**src/hdl/atgf_pkg.sv**
```systemverilog
`default_nettype none

package atgf_pkg;

    localparam int W_TIME = 63;
    localparam int W_OFF  = 64;
    localparam int W_RATE = 20;
    localparam int W_TOL  = 40;
    localparam int W_SMP  = 16;
    localparam int W_IDX  = 2;

    // operand widths of the shared scale unit
    localparam int MUL_W = 30;
    localparam int NUM_W = W_OFF + MUL_W;

    localparam logic [MUL_W-1:0]  NS_PER_SEC = MUL_W'(1000000000);
    localparam logic [MUL_W-1:0]  HALF_SEC   = MUL_W'(500000000);
    localparam logic [W_TIME-1:0] LIM63      = {W_TIME{1'b1}};

    localparam int MAX_FILL_CHUNKS_DEF = 63;

    localparam logic [W_RATE-1:0] RATE_RST = W_RATE'(48000);

    localparam logic [1:0] OP_BUFFER  = 2'd0;
    localparam logic [1:0] OP_SEGMENT = 2'd1;
    localparam logic [1:0] OP_FLUSH   = 2'd2;

    localparam logic [W_IDX-1:0] CFG_RATE = 2'd0;
    localparam logic [W_IDX-1:0] CFG_TOL  = 2'd1;
    localparam logic [W_IDX-1:0] CFG_SKIP = 2'd2;

    typedef struct packed {
        logic [1:0]        opcode;
        logic [W_TIME-1:0] time_ns;
        logic              time_valid;
        logic [W_SMP-1:0]  sample_count;
    } t_in_req;

    typedef struct packed {
        logic              is_fill;
        logic [W_TIME-1:0] offset_start;
        logic [W_TIME-1:0] offset_stop;
        logic [W_TIME-1:0] stamp_ns;
        logic [W_TIME-1:0] duration_ns;
        logic [W_SMP-1:0]  trim_front;
        logic              discont;
        logic [W_TIME-1:0] added_total;
        logic [W_TIME-1:0] dropped_total;
        logic              last;
    } t_out_res;

    // floor((a*b + c) / d), saturated
    typedef struct packed {
        logic [W_OFF-1:0] a;
        logic [MUL_W-1:0] b;
        logic [MUL_W-1:0] d;
        logic [MUL_W-1:0] c;
    } t_scl_op;

endpackage

`default_nettype wire

```
**src/hdl/atgf_in_if.sv**
```systemverilog
`default_nettype none

interface atgf_in_if import atgf_pkg::*; ();
    logic    valid;
    logic    ready;
    t_in_req data;

    modport source (output valid, output data, input ready);
    modport sink (input valid, input data, output ready);
endinterface

`default_nettype wire

```
**src/hdl/atgf_out_if.sv**
```systemverilog
`default_nettype none

interface atgf_out_if import atgf_pkg::*; ();
    logic     valid;
    logic     ready;
    t_out_res data;

    modport source (output valid, output data, input ready);
    modport sink (input valid, input data, output ready);
endinterface

`default_nettype wire

```
**src/hdl/atgf_scale.sv**
```systemverilog
`default_nettype none

module atgf_scale import atgf_pkg::*; (
    input  wire logic              i_clk,
    input  wire logic              i_rst_n,
    input  wire logic              i_start,
    input  wire t_scl_op           i_op,
    output logic                   o_done,
    output logic [W_TIME-1:0]      o_quo
);

    localparam int CW = $clog2(NUM_W);

    typedef enum logic [1:0] {S_IDLE, S_MUL, S_DIV, S_FIN} t_state;

    t_state             r_state;
    logic [NUM_W-1:0]   r_mcand;
    logic [MUL_W-1:0]   r_mplier;
    logic [NUM_W-1:0]   r_acc;
    logic [MUL_W-1:0]   r_rem;
    logic [MUL_W-1:0]   r_div;
    logic [CW-1:0]      r_cnt;
    logic               r_done;
    logic [W_TIME-1:0]  r_quo;

    logic [MUL_W:0]     w_trial;
    logic               w_ge;

    assign w_trial = {r_rem, r_acc[NUM_W-1]};
    assign w_ge    = w_trial >= {1'b0, r_div};

    always_ff @(posedge i_clk) begin
        r_done <= 1'b0;
        unique case (r_state)
            S_IDLE: begin
                if (i_start) begin
                    r_mcand  <= {{MUL_W{1'b0}}, i_op.a};
                    r_mplier <= i_op.b;
                    r_acc    <= {{W_OFF{1'b0}}, i_op.c};
                    r_div    <= i_op.d;
                    r_cnt    <= '0;
                    r_state  <= S_MUL;
                end
            end
            S_MUL: begin
                // shift-add, one multiplier bit a cycle
                if (r_mplier[0]) begin
                    r_acc <= r_acc + r_mcand;
                end
                r_mcand  <= {r_mcand[NUM_W-2:0], 1'b0};
                r_mplier <= r_mplier >> 1;
                r_cnt    <= r_cnt + 1'b1;
                if (r_cnt == CW'(MUL_W - 1)) begin
                    r_cnt   <= '0;
                    r_rem   <= '0;
                    r_state <= S_DIV;
                end
            end
            S_DIV: begin
                // restoring division, quotient bits shift into the numerator
                if (w_ge) begin
                    r_rem <= MUL_W'(w_trial - {1'b0, r_div});
                end else begin
                    r_rem <= w_trial[MUL_W-1:0];
                end
                r_acc <= {r_acc[NUM_W-2:0], w_ge};
                r_cnt <= r_cnt + 1'b1;
                if (r_cnt == CW'(NUM_W - 1)) begin
                    r_state <= S_FIN;
                end
            end
            S_FIN: begin
                r_quo   <= (|r_acc[NUM_W-1:W_TIME]) ? LIM63 : r_acc[W_TIME-1:0];
                r_done  <= 1'b1;
                r_state <= S_IDLE;
            end
            default: r_state <= S_IDLE;
        endcase
        if (!i_rst_n) begin
            r_state <= S_IDLE;
            r_done  <= 1'b0;
        end
    end

    assign o_done = r_done;
    assign o_quo  = r_quo;

endmodule

`default_nettype wire

```
**src/hdl/audio_timestamp_gap_filler.sv**
```systemverilog
// Audio timestamp gap filler.
// i_in carries buffer descriptors (opcode, timestamp, sample count) under a
// valid/ready handshake; o_out carries result requests, one passed buffer and
// up to MAX_FILL_CHUNKS silence fills per input request, the final one marked
// by last. Configuration is a plain write port (i_cfg_we, i_cfg_idx,
// i_cfg_data): 0 sample rate, 1 tolerance in ns, 2 skip-to-first.
// Every time/offset conversion runs on one shared scale unit: a shift-add
// multiply and a restoring divide. A buffer costs one conversion for its
// input offset, one per emitted result, plus two on a resync (three with
// skip-to-first). Segment and flush requests are handled in the idle state
// and give no result.
// The input is not ready while a buffer is processed. A finished result sits
// in an output register, so the next request is taken while it waits; when
// the receiver stalls, the sequencer holds at the next result until the
// register frees up. Reset (synchronous, active low) restores the register
// defaults and clears offsets, counts and time, and arms resync and discont.
`default_nettype none

module audio_timestamp_gap_filler import atgf_pkg::*; #(
    parameter int MAX_FILL_CHUNKS = MAX_FILL_CHUNKS_DEF
) (
    input  wire logic             i_clk,
    input  wire logic             i_rst_n,
    input  wire logic             i_cfg_we,
    input  wire logic [W_IDX-1:0] i_cfg_idx,
    input  wire logic [W_TOL-1:0] i_cfg_data,
    atgf_in_if.sink               i_in,
    atgf_out_if.source            o_out
);

    localparam int FW = $clog2(MAX_FILL_CHUNKS + 1);
    localparam logic [FW-1:0] LAST_FILL = FW'(MAX_FILL_CHUNKS - 1);

    typedef enum logic [3:0] {
        ST_IDLE, ST_RS_OFF, ST_RS_TIME, ST_RS_SKIP, ST_IN_OFF, ST_DECIDE,
        ST_FILL, ST_FILL_T, ST_PASS_GO, ST_PASS_T, ST_EMIT
    } t_state;

    // configuration
    logic [W_RATE-1:0] r_rate;
    logic [W_TOL-1:0]  r_tol;
    logic              r_skip;

    // stream state
    logic [W_OFF-1:0]  r_exp_off;
    logic [W_TIME-1:0] r_exp_time;
    logic              r_resync;
    logic              r_discont;
    logic [W_TIME-1:0] r_seg;
    logic [W_TIME-1:0] r_added;
    logic [W_TIME-1:0] r_dropped;

    // current buffer
    t_state            r_state;
    t_state            r_ret;
    logic [W_TIME-1:0] r_t;
    logic              r_tv;
    logic [W_SMP-1:0]  r_smp;
    logic [W_TIME-1:0] r_in_off;
    logic [W_OFF-1:0]  r_in_end;
    logic [W_OFF-1:0]  r_remain;
    logic [W_SMP-1:0]  r_trim;
    logic              r_left_nz;
    logic [FW-1:0]     r_nfill;
    logic [W_OFF-1:0]  r_fstart;
    logic [W_TIME-1:0] r_prev;

    // scale unit handoff and output register
    logic              r_scl_start;
    t_scl_op           r_scl_op;
    logic              w_scl_done;
    logic [W_TIME-1:0] w_scl_q;
    t_out_res          r_res;
    t_out_res          r_out;
    logic              r_out_valid;

    logic [MUL_W-1:0]  w_rate;
    logic [W_OFF-1:0]  w_rate64;
    logic [W_TIME-1:0] w_in_time;
    logic [W_TIME-1:0] w_diff;
    logic              w_within;
    logic [W_OFF-1:0]  w_off64;
    logic [W_OFF-1:0]  w_raw_end;
    logic [W_OFF-1:0]  w_tol_end;
    logic [W_OFF-1:0]  w_cur;
    logic [W_OFF-1:0]  w_fill_end;
    logic              w_fill_done;
    logic [W_SMP-1:0]  w_trim;

    atgf_scale u_scale (
        .i_clk   (i_clk),
        .i_rst_n (i_rst_n),
        .i_start (r_scl_start),
        .i_op    (r_scl_op),
        .o_done  (w_scl_done),
        .o_quo   (w_scl_q)
    );

    function automatic t_scl_op mk_op(input logic [W_OFF-1:0] a, input logic [MUL_W-1:0] b,
                                      input logic [MUL_W-1:0] d, input logic [MUL_W-1:0] c);
        t_scl_op op;
        op.a = a;
        op.b = b;
        op.d = d;
        op.c = c;
        return op;
    endfunction

    // a zero rate counts as one
    assign w_rate   = (r_rate == '0) ? MUL_W'(1) : {{(MUL_W-W_RATE){1'b0}}, r_rate};
    assign w_rate64 = {{(W_OFF-MUL_W){1'b0}}, w_rate};

    assign w_in_time = r_tv ? r_t : r_exp_time;
    assign w_diff    = (w_in_time >= r_exp_time) ? (w_in_time - r_exp_time)
                                                 : (r_exp_time - w_in_time);
    assign w_within  = w_diff <= {{(W_TIME-W_TOL){1'b0}}, r_tol};
    assign w_off64   = {1'b0, r_in_off};
    assign w_raw_end = w_off64 + {{(W_OFF-W_SMP){1'b0}}, r_smp};
    assign w_tol_end = r_exp_off + {{(W_OFF-W_SMP){1'b0}}, r_smp};
    assign w_trim    = W_SMP'(r_exp_off - w_off64);

    // chunks are capped at one second, except the final allowed one
    assign w_cur       = (r_nfill != LAST_FILL && r_remain > w_rate64) ? w_rate64 : r_remain;
    assign w_fill_end  = r_exp_off + w_cur;
    assign w_fill_done = (r_remain == '0) || (r_nfill == LAST_FILL);

    always_ff @(posedge i_clk) begin
        r_scl_start <= 1'b0;
        if (o_out.ready) begin
            r_out_valid <= 1'b0;
        end

        if (i_cfg_we) begin
            unique case (i_cfg_idx)
                CFG_RATE: r_rate <= i_cfg_data[W_RATE-1:0];
                CFG_TOL:  r_tol  <= i_cfg_data;
                CFG_SKIP: r_skip <= i_cfg_data[0];
                default: ;
            endcase
        end

        unique case (r_state)
            ST_IDLE: begin
                if (i_in.valid) begin
                    r_t   <= i_in.data.time_ns;
                    r_tv  <= i_in.data.time_valid;
                    r_smp <= i_in.data.sample_count;
                    unique case (i_in.data.opcode)
                        OP_FLUSH: begin
                            r_resync  <= 1'b1;
                            r_discont <= 1'b1;
                            r_seg     <= '0;
                        end
                        OP_SEGMENT: begin
                            r_seg    <= i_in.data.time_ns;
                            r_resync <= 1'b1;
                        end
                        OP_BUFFER: begin
                            r_scl_start <= 1'b1;
                            if (r_resync) begin
                                // resync: restart at the segment start
                                r_resync  <= 1'b0;
                                r_discont <= 1'b1;
                                r_scl_op  <= mk_op({1'b0, r_seg}, w_rate, NS_PER_SEC, '0);
                                r_state   <= ST_RS_OFF;
                            end else begin
                                r_scl_op <= mk_op({1'b0, i_in.data.time_valid ?
                                                  i_in.data.time_ns : r_exp_time},
                                                  w_rate, NS_PER_SEC, HALF_SEC);
                                r_state  <= ST_IN_OFF;
                            end
                        end
                        default: ;
                    endcase
                end
            end
            ST_RS_OFF: begin
                if (w_scl_done) begin
                    r_exp_off   <= {1'b0, w_scl_q};
                    r_scl_op    <= mk_op({1'b0, w_scl_q}, NS_PER_SEC, w_rate, '0);
                    r_scl_start <= 1'b1;
                    r_state     <= ST_RS_TIME;
                end
            end
            ST_RS_TIME: begin
                if (w_scl_done) begin
                    r_exp_time  <= w_scl_q;
                    r_scl_start <= 1'b1;
                    if (r_skip && r_tv) begin
                        r_scl_op <= mk_op({1'b0, r_t}, w_rate, NS_PER_SEC, '0);
                        r_state  <= ST_RS_SKIP;
                    end else begin
                        r_scl_op <= mk_op({1'b0, r_tv ? r_t : w_scl_q},
                                          w_rate, NS_PER_SEC, HALF_SEC);
                        r_state  <= ST_IN_OFF;
                    end
                end
            end
            ST_RS_SKIP: begin
                if (w_scl_done) begin
                    r_exp_off   <= {1'b0, w_scl_q};
                    r_exp_time  <= r_t;
                    r_scl_op    <= mk_op({1'b0, r_t}, w_rate, NS_PER_SEC, HALF_SEC);
                    r_scl_start <= 1'b1;
                    r_state     <= ST_IN_OFF;
                end
            end
            ST_IN_OFF: begin
                if (w_scl_done) begin
                    r_in_off <= w_scl_q;
                    r_state  <= ST_DECIDE;
                end
            end
            ST_DECIDE: begin
                r_trim    <= '0;
                r_nfill   <= '0;
                r_in_end  <= w_raw_end;
                r_left_nz <= r_smp != '0;
                priority if (w_within) begin
                    // close enough: snap onto the expected offset
                    r_in_end <= w_tol_end;
                    r_state  <= (r_smp != '0) ? ST_PASS_GO : ST_IDLE;
                end else if (w_off64 > r_exp_off) begin
                    r_remain <= w_off64 - r_exp_off;
                    r_state  <= ST_FILL;
                end else if (w_off64 < r_exp_off) begin
                    if (w_raw_end <= r_exp_off) begin
                        // drop the whole buffer
                        r_dropped <= r_dropped + {{(W_TIME-W_SMP){1'b0}}, r_smp};
                        r_left_nz <= 1'b0;
                        r_state   <= ST_IDLE;
                    end else begin
                        r_trim    <= w_trim;
                        r_dropped <= r_dropped + {{(W_TIME-W_SMP){1'b0}}, w_trim};
                        r_left_nz <= 1'b1;
                        r_state   <= ST_PASS_GO;
                    end
                end else begin
                    r_state <= (r_smp != '0) ? ST_PASS_GO : ST_IDLE;
                end
            end
            ST_FILL: begin
                r_fstart    <= r_exp_off;
                r_remain    <= r_remain - w_cur;
                r_exp_off   <= w_fill_end;
                r_prev      <= r_exp_time;
                r_added     <= r_added + w_cur[W_TIME-1:0];
                r_scl_op    <= mk_op(w_fill_end, NS_PER_SEC, w_rate, '0);
                r_scl_start <= 1'b1;
                r_state     <= ST_FILL_T;
            end
            ST_FILL_T: begin
                if (w_scl_done) begin
                    r_exp_time          <= w_scl_q;
                    r_res.is_fill       <= 1'b1;
                    r_res.offset_start  <= r_fstart[W_TIME-1:0];
                    r_res.offset_stop   <= r_exp_off[W_TIME-1:0];
                    r_res.stamp_ns      <= r_prev;
                    r_res.duration_ns   <= w_scl_q - r_prev;
                    r_res.trim_front    <= '0;
                    r_res.discont       <= r_discont;
                    r_res.added_total   <= r_added;
                    r_res.dropped_total <= r_dropped;
                    r_res.last          <= w_fill_done && !r_left_nz;
                    r_discont           <= 1'b0;
                    r_nfill             <= r_nfill + 1'b1;
                    r_ret               <= w_fill_done ? (r_left_nz ? ST_PASS_GO : ST_IDLE)
                                                       : ST_FILL;
                    r_state             <= ST_EMIT;
                end
            end
            ST_PASS_GO: begin
                r_prev      <= r_exp_time;
                r_scl_op    <= mk_op(r_in_end, NS_PER_SEC, w_rate, '0);
                r_scl_start <= 1'b1;
                r_state     <= ST_PASS_T;
            end
            ST_PASS_T: begin
                if (w_scl_done) begin
                    r_exp_time          <= w_scl_q;
                    r_res.is_fill       <= 1'b0;
                    r_res.offset_start  <= r_exp_off[W_TIME-1:0];
                    r_res.offset_stop   <= r_in_end[W_TIME-1:0];
                    r_res.stamp_ns      <= r_prev;
                    r_res.duration_ns   <= w_scl_q - r_prev;
                    r_res.trim_front    <= r_trim;
                    r_res.discont       <= r_discont;
                    r_res.added_total   <= r_added;
                    r_res.dropped_total <= r_dropped;
                    r_res.last          <= 1'b1;
                    r_discont           <= 1'b0;
                    r_exp_off           <= r_in_end;
                    r_ret               <= ST_IDLE;
                    r_state             <= ST_EMIT;
                end
            end
            ST_EMIT: begin
                // hold until the output register is free
                if (!r_out_valid || o_out.ready) begin
                    r_out       <= r_res;
                    r_out_valid <= 1'b1;
                    r_state     <= r_ret;
                end
            end
            default: r_state <= ST_IDLE;
        endcase

        if (!i_rst_n) begin
            r_state     <= ST_IDLE;
            r_scl_start <= 1'b0;
            r_out_valid <= 1'b0;
            r_rate      <= RATE_RST;
            r_tol       <= '0;
            r_skip      <= 1'b0;
            r_exp_off   <= '0;
            r_exp_time  <= '0;
            r_resync    <= 1'b1;
            r_discont   <= 1'b1;
            r_seg       <= '0;
            r_added     <= '0;
            r_dropped   <= '0;
        end
    end

    assign i_in.ready  = (r_state == ST_IDLE);
    assign o_out.valid = r_out_valid;
    assign o_out.data  = r_out;

endmodule

`default_nettype wire

```
**src/flat_wrapper.sv**
```systemverilog
// flat-port wrapper written by rule: the top's interface ports become plain ports
module audio_timestamp_gap_filler_flat import atgf_pkg::*;
#(
    parameter int MAX_FILL_CHUNKS = MAX_FILL_CHUNKS_DEF
)
  (i_clk, i_rst_n, i_cfg_we, i_cfg_idx, i_cfg_data, i_in_valid, i_in_data, i_in_ready, o_out_valid, o_out_data, o_out_ready);
  atgf_in_if i_in_i ();
  atgf_out_if o_out_i ();
  input  wire logic i_clk;
  input  wire logic i_rst_n;
  input  wire logic i_cfg_we;
  input  wire logic [W_IDX-1:0] i_cfg_idx;
  input  wire logic [W_TOL-1:0] i_cfg_data;
  input wire logic [$bits(i_in_i.valid)-1:0] i_in_valid;
  input wire logic [$bits(i_in_i.data)-1:0] i_in_data;
  output wire logic [$bits(i_in_i.ready)-1:0] i_in_ready;
  output wire logic [$bits(o_out_i.valid)-1:0] o_out_valid;
  output wire logic [$bits(o_out_i.data)-1:0] o_out_data;
  input wire logic [$bits(o_out_i.ready)-1:0] o_out_ready;
  assign i_in_i.valid = i_in_valid;
  assign i_in_i.data = i_in_data;
  assign i_in_ready = i_in_i.ready;
  assign o_out_valid = o_out_i.valid;
  assign o_out_data = o_out_i.data;
  assign o_out_i.ready = o_out_ready;
  audio_timestamp_gap_filler #(.MAX_FILL_CHUNKS(MAX_FILL_CHUNKS)) u_core (.i_clk(i_clk), .i_rst_n(i_rst_n), .i_cfg_we(i_cfg_we), .i_cfg_idx(i_cfg_idx), .i_cfg_data(i_cfg_data), .i_in(i_in_i), .o_out(o_out_i));
endmodule
```
**config.mk**
```make
export PLATFORM = sky130hd
export DESIGN_NAME = audio_timestamp_gap_filler_flat
export DESIGN_NICKNAME = d
export VERILOG_FILES = /design/src/hdl/atgf_pkg.sv /design/src/hdl/atgf_in_if.sv /design/src/hdl/atgf_out_if.sv /design/src/hdl/atgf_scale.sv /design/src/hdl/audio_timestamp_gap_filler.sv /design/src/flat_wrapper.sv
export SDC_FILE = /design/constraint.sdc
export NUM_CORES = 2
export LEC_CHECK = 0
export BUFFER_PORTS_ARGS = -buffer_cell sky130_fd_sc_hd__buf_2
export CAP_MARGIN = 20
export CORE_AREA = 2 2 679 681
export CTS_BUF_LIST = sky130_fd_sc_hd__clkbuf_16
export CTS_CLUSTER_DIAMETER = 40
export DETAILED_ROUTE_END_ITERATION = 10
export DIE_AREA = 0 0 681 683
export MAX_ROUTING_LAYER = met4
export PLACE_DENSITY = 0.5
export SKIP_LAST_GASP = 1
export SYNTH_ARGS = -nofsm -noshare
export SYNTH_HDL_FRONTEND = slang
export SYNTH_SLANG_ARGS = --single-unit
```
**constraint.sdc**
```tcl
create_clock -name i_clk -period 44.5 [get_ports i_clk]
set_input_delay 8.9 -clock i_clk [delete_from_list [all_inputs] [get_ports i_clk]]
set_output_delay 8.9 -clock i_clk [all_outputs]
set_load 0.01 [all_outputs]
```
Yosys cells after proc, flatten, opt, wreduce, memory -nomap -nowiden
Cells that the tools add are included.

Memories kept: 0. Latch bits: 0. Memory bits (writable): 0. Bits in registers: 2108. Output and inout port bits: 399. ROM bits: 0. Input port bits: 129. Logic and storage cells: 269.

Eq/ne operators: 41. Add/subtract/negate cells: 16. Muxes and demuxes: 87. $lt $le $gt $ge: 7. $mul: 0. Reduce and logical (&&, ||, !) cells: 57. Div/mod/pow operators: 0. Bitwise gates (word level): 3. Shift-type cells: 0.

Operators with widths (number): one-hot mux 154 bit (6 select lines) (1); 2-to-1 mux 397 bit (2); one-hot mux 397 bit (2 select lines) (1); 2-to-1 mux 154 bit (5); 2-to-1 mux 63 bit (7); 2-to-1 mux 64 bit (6); 2-to-1 mux 153 bit (2); 2-to-1 mux 94 bit (3); one-hot mux 94 bit (3 select lines) (1); one-hot mux 63 bit (2 select lines) (2); one-hot mux 64 bit (3 select lines) (1); subtractor 63 bit (3); one-hot mux 94 bit (2 select lines) (1); one-hot mux 64 bit (2 select lines) (1); adder 63 x 16 -> 63 bit (2); one-hot mux 30 bit (2 select lines) (2); adder 94 bit (1); 2-to-1 mux 30 bit (3); 2-to-1 mux 4 bit (17); adder 63 x 16 -> 64 bit (1); adder 64 x 16 -> 64 bit (1); adder 64 bit (1); > comparator 63 x 64 -> 1 bit (1); > comparator 64 x 30 -> 1 bit (1); other kinds (61) (145).

Depth between registers and ports, before layout
Depth after elaboration: 7. Depth in mapped cells: 50. Depth with buffers taken out: 47.

Cells and area by module
Synthesis repeated with hierarchy kept, for this count alone.

Cells, all modules: 11076. Area total of the unflattened synthesis: 115488.3 sq um.

By module, submodules not included: audio_timestamp_gap_filler (seq. area each 47435.5 sq um, area each 93578.5 sq um, cells an instance 8977, times used 1); atgf_scale (seq. area each 10510.1 sq um, area each 21909.8 sq um, cells an instance 2099, times used 1).

Worst setup path after synthesis
No wires, ideal clock.

Path kind: input to register. From: in o_out_ready. To: reg u_core.r_out (netlist bit u_core.o_out.data[0]) (enable). Buffers on the path: 0. Arrival: 46.156 ns. Stages on the path: 2. Required time: 42.376 ns. Path slack: -3.780 ns. Setup time: 2.124 ns. Path through: nor2b_1 > nor4_1.

Cells in the longest elaborated chain, start to end: 2.

RTL lines: start, declared (line flat_wrapper.sv:19) `input wire logic [$bits(o_out_i.ready)-1:0] o_out_ready;`; logical OR 1 bit (line audio_timestamp_gap_filler.sv:299) `if (!r_out_valid || o_out.ready) begin`; AND reduction 2 bit (no source line); end signal, assigned (line audio_timestamp_gap_filler.sv:300) `r_out <= r_res;`; end, declared (line audio_timestamp_gap_filler.sv:74) `t_out_res r_out;`.

Every way passes these cells. A chain may end at the register's enable or synchronous reset.

Worst setup path after layout
From: reg u_core.r_state[1]. To: out i_in_ready.

Cells in the longest elaborated chain, start to end: 1.

RTL lines: start, declared (line audio_timestamp_gap_filler.sv:54) `t_state r_state;`; start signal, assigned (line audio_timestamp_gap_filler.sv:222) `r_state <= (r_smp != '0) ? ST_PASS_GO : ST_IDLE;`; start signal, assigned (line audio_timestamp_gap_filler.sv:239) `r_state <= (r_smp != '0) ? ST_PASS_GO : ST_IDLE;`; start signal, assigned (line audio_timestamp_gap_filler.sv:302) `r_state <= r_ret;`; zero test 4 bit (line audio_timestamp_gap_filler.sv:325) `assign i_in.ready = (r_state == ST_IDLE);`; end, declared (line flat_wrapper.sv:16) `output wire logic [$bits(i_in_i.ready)-1:0] i_in_ready;`.

Every way passes these cells.

==> flow_metrics.py <==
metrics = {
    "setup_path": {
        "r2r_start": "u_core.r_tv",
        "reg2regPathDepth": 31,
        "critPathRequiredTime_ns": 35.60,
        "r2r_end": "u_core.r_in_end[50]",
        "arrival_ns": 3.20,
        "crit_path_end": "i_in_ready",
        "timing.critical_path.from": "u_core.r_state[1]",
        "r2r_slack_ns": 33.00,
        "critical_path_class": "flop to primary output",
        "critical_path.max_fanout": 16,
        "end_kind": "primary output",
        "worst_setup_path_start_kind": "flop",
    },
    "die": {
        "dieArea_mm2": 0.4651,
        "top_level_ports": 528,
        "initial_core_util_pct": 24.90,
        "dieHeight_um": 683,
        "row_count": 249,
        "die_x_um": 681,
        "core_mm2": 0.4583,
    },
    "sta": {
        "rsz0062_at_grt": "false",
        "clock_skew_ns": 0.09495,
        "max_freq_ghz": 0.08263,
        "worst-slew-pin-transition_ns": 1.367,
        "period_share_pct": 27.20,
        "fin_setup_tns_ns": 0,
        "maxSlewViolCount": 0,
        "setup_viol": 0,
        "slew_headroom_pct": 7.929,
        "finalWorstSetupSlack_ns": 32.40,
        "hold_violations": 0,
        "timing.hold.ws_ns": 0.3832,
        "fin_crit_ns": 12.10,
    },
    "finish": {
        "nFillCells": 47790,
        "syn_to_final_growth_pct": 19.23,
        "final_cell_mix": "1,662 x edfxtp_1, 1,170 x nand2_1, 886 x a21oi_1",
        "drive_gt1_share_pct": 12.87,
        "post-route-util_pct": 29.69,
        "final_common_cell": "edfxtp_1",
        "nets": 12390,
    },
    "outcome": {
        "status": "complete, no violations",
    },
    "clock_tree": {
        "cts_tree": "done",
        "clkLatencyLatePin_ns": 0.98,
        "clk_pin_slew_ns": 0.06,
        "cts_buffers": 342,
        "cts_htree_levels": 5,
        "cts_max_path_buffers": 4,
        "cts_hold_buf": 0,
        "cts_resized": 0,
        "clock_sinks": 2050,
        "clockRootBuffer": "clkbuf_16",
        "post-cts-setup-buffers": 0,
    },
    "power": {
        "cellLeakagePower_nw": 51.16,
        "p_int_mw": 4.080,
        "power_frac_clock_pct": 49.1,
        "switchingPower_mw": 1.544,
        "powerDensity_mw_per_mm2": 41.34,
        "ir_drop_mv": 0.03285,
        "power_frac_seq_pct": 38.6,
        "combPwrFrac_pct": 12.3,
        "switching_share_pct": 27.45,
    },
    "detailed_routing": {
        "wirelength_mm": 452.1,
        "drt-wirelength-per-cell_um": 25.10,
        "vias_per_cell": 5.019,
        "firstDrtPassIters": 10,
        "ant_nets": 0,
        "drc": 0,
        "vias": 90410,
        "drt-initial-drc-count": 8409,
    },
    "global_route": {
        "antenna_found_initial": 74,
        "grt_overflow": 0,
        "grt_pass1_wl_mm": 634.9,
        "track_usage_pct": 19.19,
        "grt_pass1_vias": 86800,
        "grt_max_degree": 115,
    },
    "logic_synthesis": {
        "synth_top_flop_cell": "edfxtp_1",
        "yosys_warnings": 0,
        "syn_area_per_cell_um2": 10.35,
        "synth_cell_type_count": 96,
        "syn_nets": 11890,
        "ys_ff_latch": 2050,
        "seq_area_frac_synth_pct": 50.54,
        "synth_area_mm2": 0.1141,
        "async_reset_ff_share_pct": 0,
        "synthCells": 11020,
        "synth_edf_count": 1662,
    },
    "place": {
        "port_buffers": 527,
        "hpwl_mm": 352.2,
        "pre_cts_slack_ns": 31.88,
        "gp_congestion": 0.9509,
    },
    "min_path": {
        "hp-class": "flop to flop",
        "min_from": "u_core.r_res[119]",
    },
    "flow_run": {
        "cap_violations": 0,
    },
}
power groups by stage:
stage / combinational [mW] / sequential [mW] / clock (mW)
floorplan: 0.483 / 2.19 / 0
global placement: 0.685 / 2.21 / 0
detailed placement: 0.685 / 2.21 / 0
CTS: 0.689 / 2.17 / 2.81
global route: 0.756 / 2.18 / 2.89
finish: 0.693 / 2.17 / 2.76
flip-flops by register name, indices dropped and copies added, names as in the netlist, 64 cells and up:
signal                  flops
u_core.r_remain            64
u_core.r_res              397
u_core.u_scale.r_acc       94
u_core.r_exp_off           64
u_core.o_out.data         397
u_core.r_in_end            64
u_core.r_scl_op           107
u_core.u_scale.r_mcand     94
worst max-delay path, cell delays in order (launching register included):
cell and delay (ns):
dfxtp_1 0.51, nor2_1 0.83, nand2_1 0.45, inv_1 0.22, buf_2 0.23
per-stage QoR:
stage	instances	power [mW]	cell area [um2]
6_report	18010	5.624	136100
5_1_grt	18000	5.824	136000
4_1_cts	17970	5.672	135900
3_5_place_dp	17340	2.894	123900
3_3_place_gp	17330	2.894	123800
2_1_floorplan	11020	2.674	114100
worst min path at each step:
stage / to / cells past startpoint
finish: u_core.o_out.data[119] / 0
global route: u_core.o_out.data[115] / 0
CTS: u_core.o_out.data[119] / 0
detailed placement: u_core.o_out.data[119] / 0
global placement: u_core.o_out.data[9] / 0
floorplan: u_core.o_out.data[0] / 0
cell usage after synthesis, types with 17 or more instances:
| cell | instances | area, um2 |
|---|---|---|
| buf_1 | 34 | 127.6 |
| clkbuf_1 | 443 | 1663 |
| nand4_1 | 171 | 1070 |
| and2_1 | 128 | 800.8 |
| a211oi_1 | 175 | 1314 |
| a21o_1 | 360 | 2703 |
| nand2_1 | 1175 | 4410 |
| and3_1 | 103 | 644.4 |
| o21a_1 | 147 | 1104 |
| o21ai_0 | 693 | 3468 |
| nand3_1 | 263 | 1316 |
| edfxtp_1 | 1662 | 49910 |
| or3_1 | 125 | 782.0 |
| inv_1 | 567 | 2128 |
| or4_1 | 17 | 127.6 |
| a21oi_1 | 890 | 4454 |
| a31oi_1 | 124 | 775.7 |
| a41oi_1 | 65 | 569.3 |
| nor3_1 | 177 | 885.9 |
| nor3b_1 | 20 | 150.1 |
| o211ai_1 | 48 | 360.4 |
| nand2b_1 | 115 | 719.4 |
| buf_2 | 37 | 185.2 |
| a22oi_1 | 50 | 375.4 |
| or2_2 | 22 | 137.6 |
| a222oi_1 | 62 | 620.6 |
| nor2_1 | 643 | 2414 |
| xor2_1 | 158 | 1384 |
| o21bai_1 | 97 | 728.2 |
| mux2_2 | 118 | 1329 |
| o31ai_1 | 29 | 217.7 |
| and4_1 | 32 | 280.3 |
| o22ai_1 | 23 | 143.9 |
| a311oi_1 | 18 | 157.7 |
| a21boi_0 | 48 | 360.4 |
| buf_4 | 17 | 127.6 |
| nor4_1 | 59 | 369.1 |
| nor2b_1 | 132 | 825.8 |
| mux2i_1 | 218 | 2182 |
| a221oi_1 | 32 | 280.3 |
| xnor2_1 | 369 | 3232 |
| dfxtp_1 | 388 | 7767 |
| a31o_2 | 18 | 157.7 |
| ha_1 | 719 | 8996 |
logic make-up (layout without fill, tap and decap cells):
family	count (synthesis)	in the layout	synth area share (%)
adders and majority gates	732	732	8.112
AOI/OAI and AO/OA	3044	3044	16.98
buffers and inverters	1106	1904	3.761
DFF	2050	2050	50.54
muxes	336	336	3.077
xor gates and xnor gates	527	527	4.045
other	0	43	0
and+or+nand+nor	3229	3229	13.48
layer usage:
metal | wire [um] | vias to the layer above | share of wire (%) | global-route usage (%)
met1 | 194800 | 44730 | 43 | 24.64
met5 | 0 | - | 0 | -
met2 | 205200 | 3033 | 45 | 29.93
met4 | 19240 | 0 | 4.3 | 7.070
li1 | - | 42000 | - | -
met3 | 32950 | 648 | 7.3 | 3.749
cell type report:
| cell class | count | area, um2 | area share, % |
|---|---|---|---|
| clock inverter | 285 | 3296 | 2.422 |
| antenna | 43 | 107.6 | 0.07909 |
| multi-input combinational | 7868 | 52410 | 38.52 |
| inverter | 571 | 2166 | 1.592 |
| sequential | 2050 | 57680 | 42.39 |
| clock buffer | 348 | 8708 | 6.401 |
| tap | 6149 | 7694 | 5.655 |
| timing repair buffer | 700 | 3990 | 2.933 |
Power figures use the tool's default switching activity.
